===== config.mk =====
export PLATFORM = sky130hd
export DESIGN_NAME = circular_queue_move_to_front
export DESIGN_NICKNAME = d
export VERILOG_FILES = /design/src/sv/cqmtf_pkg.sv /design/src/sv/cqmtf_ram.sv /design/src/sv/cqmtf_slot.sv /design/src/sv/circular_queue_move_to_front.sv
export SDC_FILE = /design/constraint.sdc
export NUM_CORES = 1
export LEC_CHECK = 0
export CELL_PAD_IN_SITES_DETAIL_PLACEMENT = 2
export CELL_PAD_IN_SITES_GLOBAL_PLACEMENT = 2
export CORE_MARGIN = 3
export CORE_UTILIZATION = 44
export CTS_CLUSTER_SIZE = 12
export DETAILED_ROUTE_END_ITERATION = 16
export DONT_BUFFER_PORTS = 1
export GPL_TIMING_DRIVEN = 1
export PLACE_DENSITY_LB_ADDON = 0.15
export SYNTH_ARGS = -nofsm -noshare
export SYNTH_HDL_FRONTEND = slang
export SYNTH_SLANG_ARGS = --single-unit

===== constraint.sdc =====
create_clock -name clk -period 4.4 [get_ports clk]
set_clock_uncertainty 0.2 [all_clocks]
set_input_delay 0.88 -clock clk [delete_from_list [all_inputs] [get_ports clk]]
set_output_delay 0.88 -clock clk [all_outputs]
set_load 0.02 [all_outputs]

===== src/sv/cqmtf_pkg.sv =====
// Shared constants for the move-to-front circular queue.
// No dependencies; imported by the top level and the checker.
package cqmtf_pkg;

	localparam int CMD_W = 3;

	typedef logic [CMD_W-1:0] cmd_t;

	// Command codes; codes above MOVE_BACK behave as PEEK.
	localparam cmd_t CMD_ENQ       = 3'd0;
	localparam cmd_t CMD_DEQ       = 3'd1;
	localparam cmd_t CMD_PEEK      = 3'd2;
	localparam cmd_t CMD_MOVE_FRNT = 3'd3;
	localparam cmd_t CMD_MOVE_BACK = 3'd4;

endpackage


===== src/sv/cqmtf_ram.sv =====
// Single-port entry store for the move-to-front queue.
// One read or one write per cycle, read data registered. No dependencies.
module cqmtf_ram #(
	parameter int DEPTH = 16,
	parameter int WIDTH = 16,
	parameter int IDX_W = 4
) (
	input  logic             clk,
	input  logic             we,
	input  logic             re,
	input  logic [IDX_W-1:0] addr,
	input  logic [WIDTH-1:0] wdata,
	output logic [WIDTH-1:0] rdata
);

	logic [WIDTH-1:0] mem [DEPTH];
	logic [WIDTH-1:0] rdata_q;

	always_ff @(posedge clk) begin
		if (we) begin
			mem[addr] <= wdata;
		end
		if (re) begin
			rdata_q <= mem[addr];
		end
	end

	assign rdata = rdata_q;

endmodule


===== src/sv/cqmtf_slot.sv =====
// Shared slot/compare unit: maps a queue position to a storage slot
// (head plus position, wrapped at DEPTH) and compares stored data with the key.
// No dependencies.
module cqmtf_slot #(
	parameter int DEPTH = 16,
	parameter int WIDTH = 16,
	parameter int IDX_W = 4,
	parameter int CNT_W = 5
) (
	input  logic [IDX_W-1:0] head,
	input  logic [CNT_W-1:0] pos,
	input  logic [WIDTH-1:0] key,
	input  logic [WIDTH-1:0] data,
	output logic [IDX_W-1:0] slot,
	output logic             match
);

	localparam int SUM_W = CNT_W + 1;
	localparam logic [SUM_W-1:0] DEPTH_S = SUM_W'(DEPTH);

	logic [SUM_W-1:0] sum;
	logic [SUM_W-1:0] wrapped;

	// head < DEPTH and pos <= DEPTH, so one subtract wraps the sum.
	assign sum     = SUM_W'(head) + SUM_W'(pos);
	assign wrapped = (sum >= DEPTH_S) ? (sum - DEPTH_S) : sum;
	assign slot    = wrapped[IDX_W-1:0];
	assign match   = (data == key);

endmodule


===== src/sv/circular_queue_move_to_front.sv =====
// Bounded circular queue of keys with move-to-front and move-to-back.
// Depends on cqmtf_pkg, cqmtf_ram and cqmtf_slot.
//
//   Channel | Handshake            | Payload
//   --------+----------------------+-------------------------------------------
//   req     | req_valid/req_ready  | cmd, key
//   rsp     | rsp_valid/rsp_ready  | value, value_valid, found, overflow,
//           |                      | occupancy, empty_res
//
// Sequencing: one command at a time through a small sequencer around one
// single-port RAM and one shared slot/compare unit. Move-to-front scans from
// the front, each entry a RAM read and then a compare; on a match it shifts
// the entries ahead of the key back by one slot (RAM read, then write) and
// writes the key at the front. A new command is taken only once the
// sequencer is back in idle.
// Reset: head, count, sequencer and response valid clear; the RAM holds no
// reset and only occupied slots are ever read.
// Stalls: a finished result sits in the response register while the next
// command is taken; the sequencer holds in its final step only if the
// previous result has still not been taken.
module circular_queue_move_to_front
	import cqmtf_pkg::*;
#(
	parameter int DEPTH     = 16,
	parameter int KEY_WIDTH = 16
) (
	input  logic                           clk,
	input  logic                           arst_n,
	input  logic                           req_valid,
	output logic                           req_ready,
	input  logic [CMD_W-1:0]               cmd,
	input  logic [KEY_WIDTH-1:0]           key,
	output logic                           rsp_valid,
	input  logic                           rsp_ready,
	output logic [KEY_WIDTH-1:0]           value,
	output logic                           value_valid,
	output logic                           found,
	output logic                           overflow,
	output logic [$clog2(DEPTH+1)-1:0]     occupancy,
	output logic                           empty_res
);

	localparam int IDX_W = $clog2(DEPTH);
	localparam int CNT_W = $clog2(DEPTH + 1);
	localparam logic [CNT_W-1:0] FULL_CNT = CNT_W'(DEPTH);
	localparam logic [CNT_W-1:0] ONE_CNT  = CNT_W'(1);

	typedef enum logic [3:0] {
		ST_IDLE,
		ST_EXEC,
		ST_DEQ_WAIT,
		ST_SCAN_RD,
		ST_SCAN_CMP,
		ST_SHIFT_RD,
		ST_SHIFT_WR,
		ST_KEY_WR,
		ST_BACK_CMP,
		ST_FRONT_CMP,
		ST_ADV,
		ST_FRONT_RD,
		ST_FRONT_WAIT,
		ST_DONE
	} state_t;

	state_t                 state_q;
	cmd_t                   cmd_q;
	logic [KEY_WIDTH-1:0]   key_q;
	logic [IDX_W-1:0]       head_q;
	logic [CNT_W-1:0]       count_q;
	logic [CNT_W-1:0]       pos_q;
	logic                   found_q;
	logic                   ovf_q;
	logic [KEY_WIDTH-1:0]   val_q;
	logic                   vvalid_q;

	// response register
	logic                   rsp_valid_q;
	logic [KEY_WIDTH-1:0]   value_q;
	logic                   value_valid_q;
	logic                   found_out_q;
	logic                   overflow_q;
	logic [CNT_W-1:0]       occupancy_q;
	logic                   empty_q;

	// shared unit and RAM hookup
	logic [CNT_W-1:0]       pos_sel;
	logic [IDX_W-1:0]       slot;
	logic                   match;
	logic                   ram_we;
	logic                   ram_re;
	logic [KEY_WIDTH-1:0]   ram_wdata;
	logic [KEY_WIDTH-1:0]   ram_rdata;
	logic                   rsp_free;

	assign req_ready = (state_q == ST_IDLE);
	assign rsp_free  = !rsp_valid_q || rsp_ready;

	cqmtf_slot #(
		.DEPTH(DEPTH),
		.WIDTH(KEY_WIDTH),
		.IDX_W(IDX_W),
		.CNT_W(CNT_W)
	) u_slot (
		.head (head_q),
		.pos  (pos_sel),
		.key  (key_q),
		.data (ram_rdata),
		.slot (slot),
		.match(match)
	);

	cqmtf_ram #(
		.DEPTH(DEPTH),
		.WIDTH(KEY_WIDTH),
		.IDX_W(IDX_W)
	) u_ram (
		.clk  (clk),
		.we   (ram_we),
		.re   (ram_re),
		.addr (slot),
		.wdata(ram_wdata),
		.rdata(ram_rdata)
	);

	// Position select and RAM strobes for the current step.
	always_comb begin
		pos_sel   = '0;
		ram_we    = 1'b0;
		ram_re    = 1'b0;
		ram_wdata = key_q;
		unique case (state_q)
			ST_EXEC: begin
				unique case (cmd_q)
					CMD_ENQ: begin
						// append at the back unless full
						pos_sel = count_q;
						ram_we  = (count_q != FULL_CNT);
					end
					CMD_DEQ: begin
						ram_re = (count_q != '0);
					end
					CMD_MOVE_BACK: begin
						// fetch the back entry first
						pos_sel = count_q - ONE_CNT;
						ram_re  = (count_q != '0);
					end
					default: begin
					end
				endcase
			end
			ST_DEQ_WAIT: begin
				pos_sel = ONE_CNT;
			end
			ST_SCAN_RD: begin
				pos_sel = pos_q;
				ram_re  = (pos_q != count_q);
			end
			ST_SHIFT_RD: begin
				pos_sel = pos_q - ONE_CNT;
				ram_re  = 1'b1;
			end
			ST_SHIFT_WR: begin
				pos_sel   = pos_q;
				ram_we    = 1'b1;
				ram_wdata = ram_rdata;
			end
			ST_KEY_WR: begin
				ram_we = 1'b1;
			end
			ST_BACK_CMP: begin
				ram_re = !match;
			end
			ST_FRONT_CMP: begin
				// rotate: copy the front entry into the slot after the back
				pos_sel   = count_q;
				ram_we    = match;
				ram_wdata = ram_rdata;
			end
			ST_ADV: begin
				pos_sel = ONE_CNT;
			end
			ST_FRONT_RD: begin
				ram_re = (count_q != '0);
			end
			default: begin
			end
		endcase
	end

	// Sequencer, queue state and response register.
	always_ff @(posedge clk or negedge arst_n) begin
		if (!arst_n) begin
			state_q       <= ST_IDLE;
			head_q        <= '0;
			count_q       <= '0;
			rsp_valid_q   <= 1'b0;
			cmd_q         <= CMD_PEEK;
			key_q         <= '0;
			pos_q         <= '0;
			found_q       <= 1'b0;
			ovf_q         <= 1'b0;
			val_q         <= '0;
			vvalid_q      <= 1'b0;
			value_q       <= '0;
			value_valid_q <= 1'b0;
			found_out_q   <= 1'b0;
			overflow_q    <= 1'b0;
			occupancy_q   <= '0;
			empty_q       <= 1'b1;
		end else begin
			// raise valid as a finished result loads, drop it once taken
			if (state_q == ST_DONE && rsp_free) begin
				rsp_valid_q <= 1'b1;
			end else if (rsp_valid_q && rsp_ready) begin
				rsp_valid_q <= 1'b0;
			end

			unique case (state_q)
				ST_IDLE: begin
					if (req_valid) begin
						cmd_q   <= cmd;
						key_q   <= key;
						pos_q   <= '0;
						found_q <= 1'b0;
						ovf_q   <= 1'b0;
						state_q <= ST_EXEC;
					end
				end
				ST_EXEC: begin
					unique case (cmd_q)
						CMD_ENQ: begin
							if (count_q == FULL_CNT) begin
								ovf_q <= 1'b1;
							end else begin
								count_q <= count_q + ONE_CNT;
							end
							state_q <= ST_FRONT_RD;
						end
						CMD_DEQ: begin
							state_q <= (count_q != '0) ? ST_DEQ_WAIT : ST_FRONT_RD;
						end
						CMD_MOVE_FRNT: begin
							state_q <= ST_SCAN_RD;
						end
						CMD_MOVE_BACK: begin
							state_q <= (count_q != '0) ? ST_BACK_CMP : ST_FRONT_RD;
						end
						default: begin
							state_q <= ST_FRONT_RD;
						end
					endcase
				end
				ST_DEQ_WAIT: begin
					// report the removed entry, advance head
					val_q    <= ram_rdata;
					vvalid_q <= 1'b1;
					head_q   <= slot;
					count_q  <= count_q - ONE_CNT;
					state_q  <= ST_DONE;
				end
				ST_SCAN_RD: begin
					state_q <= (pos_q == count_q) ? ST_FRONT_RD : ST_SCAN_CMP;
				end
				ST_SCAN_CMP: begin
					if (match) begin
						found_q <= 1'b1;
						state_q <= (pos_q == '0) ? ST_FRONT_RD : ST_SHIFT_RD;
					end else begin
						pos_q   <= pos_q + ONE_CNT;
						state_q <= ST_SCAN_RD;
					end
				end
				ST_SHIFT_RD: begin
					state_q <= ST_SHIFT_WR;
				end
				ST_SHIFT_WR: begin
					pos_q   <= pos_q - ONE_CNT;
					state_q <= (pos_q == ONE_CNT) ? ST_KEY_WR : ST_SHIFT_RD;
				end
				ST_KEY_WR: begin
					state_q <= ST_FRONT_RD;
				end
				ST_BACK_CMP: begin
					if (match) begin
						// key already at the back
						found_q <= 1'b1;
						state_q <= ST_FRONT_RD;
					end else begin
						state_q <= ST_FRONT_CMP;
					end
				end
				ST_FRONT_CMP: begin
					if (match) begin
						found_q <= 1'b1;
						state_q <= ST_ADV;
					end else begin
						state_q <= ST_FRONT_RD;
					end
				end
				ST_ADV: begin
					head_q  <= slot;
					state_q <= ST_FRONT_RD;
				end
				ST_FRONT_RD: begin
					if (count_q == '0) begin
						val_q    <= '0;
						vvalid_q <= 1'b0;
						state_q  <= ST_DONE;
					end else begin
						state_q <= ST_FRONT_WAIT;
					end
				end
				ST_FRONT_WAIT: begin
					val_q    <= ram_rdata;
					vvalid_q <= 1'b1;
					state_q  <= ST_DONE;
				end
				ST_DONE: begin
					// hold until the response register is free
					if (rsp_free) begin
						value_q       <= val_q;
						value_valid_q <= vvalid_q;
						found_out_q   <= found_q;
						overflow_q    <= ovf_q;
						occupancy_q   <= count_q;
						empty_q       <= (count_q == '0);
						state_q       <= ST_IDLE;
					end
				end
				default: begin
					state_q <= ST_IDLE;
				end
			endcase
		end
	end

	assign rsp_valid   = rsp_valid_q;
	assign value       = value_q;
	assign value_valid = value_valid_q;
	assign found       = found_out_q;
	assign overflow    = overflow_q;
	assign occupancy   = occupancy_q;
	assign empty_res   = empty_q;

endmodule


==> results.md <==
* Commonest cells in the netlist: edfxtp_1, dfrtp_1, mux4_2
* Simple-gate share of the synthesized area at 4.53%
* Most frequent CP cell: buf_4
* Starting Density at 45.1%
* Synthesized area at approximately 15000 um^2
* CTS max path bufs at 3
* Routed WL per cell at 29.3 um
* Initial DRT Pass Iterations at 4
* Worst min-delay path class: input pin to asynchronous set/reset pin
* Syn Inst Count at 851
* Worst path top cell family by delay: simple AND/OR/NAND/NOR gates
* P&R area growth vs syn at 14.5%
* Register area share after synthesis at 68.7%
* Die width at 190 um
* Final setup vio count at 0
* Post-Synth XOR/XNOR Area at 2.19%
* R2R Setup Slk at 0.19 ns
* DR WL met3 at 1910 um
* Die Area at 36000 um^2
* Via count normalized by instance count at 5.88
* Largest net degree at the start of global routing at 81
* CP max stage cell: fa_2
* Via Count at just over 8000
* Ys Warns at 0
* Area leader, netlist: edfxtp_1
* Highest metal used: met4
* CP endpoint kind: flop
* Most numerous cell in the Yosys netlist: edfxtp_1
* Worst Path Required at 4.42 ns
* Total global routing track utilization at a little under a quarter
* Number of flops mapped to enable cells by yosys at 272
* Final WL at 40300 um
* CP max stage delay at 0.59 ns
* Crit path time final at 4.21 ns
* Relative slew slack at between 20 and 25%
* M1 wire length at 17200 um
* Post-synth top area share at between 50% and 60%
* Final GP Congestion at 0.861
* Post-synthesis mux area share at approximately 18%
* CP Launch Type: flop
* Die H at 190 um
* Yosys cell types at ~60
* RSZ-0062 raised after global routing: false
* TritonCTS Buffers at 39
* Worst Max-Slew Pin Slew at 1.15 ns
* Vias in the first global route at 8907
* Adder-cell share of the synthesized area at 0.976%
* Final period util at 95.6%
* Root Buffer: clkbuf_16
* Status: finished, final reports clean
* Std-Cell Rows at between 60 and 70
* Worst-path clk slew at 0.06 ns
* CP bufs+invs at 2
* Syn Area/Cell at about 17 um^2
* CTS tree: done
* Final HPWL DP at ~28000 um
* Wire length on met2 at a little over 20000 um
* ANT cells at 0
* CP max FO at 13
* Initial DRC Count at between 600 and 700
* WP data arrival at 4.22 ns
* Core Area at 32900 um^2
* Type of the worst setup path: flop to flop
* Ys async rst share at 23.2%
* CTS Sinks at 354
* Initial antenna violation count at 0
* Inst Count DP at 1305
* Clk_lat worst skew at 0.52 ns
* Fmax at around 240 MHz
* H-tree Lvls at 2
* Io pins at 50
* Share of cells above drive strength 1 at 29.3%
* Post-layout instance count excluding filler cells at 1378
* Number of routed nets with antenna violations at 0
* Worst-path cell chain: nor2b_2, nand3_1, o21ai_0, a21oi_1, o31ai_1, ha_4, fa_2, buf_4, nand3b_1, nor3_2, buf_4
* First-pass GRT wire length at 61100 um
* Synth Area in Compound Gates at under 10%
* Max-Cap Viols at 0
* Total Nets Final at between 900 and 1000
* Ys flop type: edfxtp_1
* Final Hold Fails at 0
* DRC viols at 0
* Yosys reg bits at 354
* Total gr overflow at 0
* # port buffers at 0
* Max Slew Vio Count at 0
* Synth top area cells: edfxtp_1, dfrtp_1, mux4_2
* Largest family of logic cells by synthesized area: multiplexers
* Synthesized net count at 885
## layout make-up
type	instances	area [um^2]
fillers	2874	15900
flip-flops and latches	354	10200
multi-input cells	441	4540
clock buffers	50	1020
well taps	442	553
repair buffers	65	548
clock inverters	16	106
inverters	10	37.5
## registers in the layout (all words and copies together), names as in the netlist
name and flops:
rsp_valid 1, count_q 5, empty_res 1, value 16, vvalid_q 1, found_q 1, key_q 16, head_q 4
state_q 4, ovf_q 1, u_ram.mem 256, pos_q 5, found 1, u_ram.rdata 16, value_valid 1, val_q 16
occupancy 5, overflow 1, cmd_q 3
## metal layers
metal / vias to the layer above / GRT usage, %
met5: - / 0
met4: 0 / 4.32
met3: 55 / 2.86
met2: 238 / 39.6
met1: 4338 / 31.1
li1: 3471 / -
## worst reg2reg max path, delay by kind of cell (launching register included)
| kind | cells | cell delay, ns |
|---|---|---|
| AOI/OAI and AO/OA | 3 | 0.57 |
| buffers and inverters | 2 | 0.56 |
| DFF | 1 | 0.51 |
| adders and majority gates | 2 | 0.80 |
| and+or+nand+nor | 4 | 1.25 |
## what timing repair did
item,in CTS,in global routing
endpoints found under the hold margin,80,0
setup buffers,4,1
endpoints found under the setup margin,139,90
hold buffers,2,0
pin swaps,1,1
gates resized for setup,2,4
## kinds of logic (layout without fill, tap and decap cells)
kind of cell / Yosys count / count (layout)
muxes: 175 / 175
AOI/OAI and AO/OA: 87 / 87
DFF: 354 / 354
buffers and inverters: 56 / 141
adders and majority gates: 11 / 11
and+or+nand+nor: 133 / 133
xor gates and xnor gates: 35 / 35
## cell usage in the layout (no fill, tap or decap), drive strengths merged, types with 3 or more instances in the layout
| cell | instances |
|---|---|
| nor2 | 25 |
| mux4 | 64 |
| inv | 11 |
| o22ai | 7 |
| nand2 | 34 |
| o21ai | 23 |
| nor4 | 4 |
| mux2i | 48 |
| clkbuf | 50 |
| a31oi | 3 |
| nand2b | 10 |
| xnor2 | 11 |
| nand4 | 4 |
| clkinv | 13 |
| buf | 64 |
| ha | 10 |
| mux2 | 63 |
| nand3 | 8 |
| nor3 | 30 |
| nor2b | 5 |
| xor2 | 24 |
| edfxtp | 272 |
| a21oi | 15 |
| dfrtp | 80 |
| a22o | 18 |
## per-stage QoR
stage | TNS [ns] | setup WS (ns) | utilization (%) | hold WS, ns | cell area [um^2]
3_3_place_gp | 0 | 0.240 | 47.9 | 0.282 | 15800
4_1_cts | 0 | 0.145 | 51.6 | 0.0659 | 17000
2_1_floorplan | -57.69 | -0.377 | - | 0.259 | 14900
5_1_grt | 0 | 0.0254 | 51.7 | 0.0886 | 17000
3_5_place_dp | -6.12 | -0.0810 | 47.9 | 0.287 | 15800
6_report | 0 | 0.193 | 51.7 | 0.0794 | 17000
## worst paths after layout
check,startpoint,end,depth (start not counted)
worst max-delay path,state_q[1],u_ram.mem[5][8],11
worst min-delay path,arst_n,val_q[1],1
worst max register to register,state_q[1],u_ram.mem[5][8],11
worst min register to register,val_q[15],val_q[15],1
max in group asynchronous,arst_n,empty_res,1
min in group clk,val_q[15],val_q[15],1
Power is left out: the tool's default activity adds up to more than one toggle a clock period on the data nets, which glitch-free logic cannot reach.
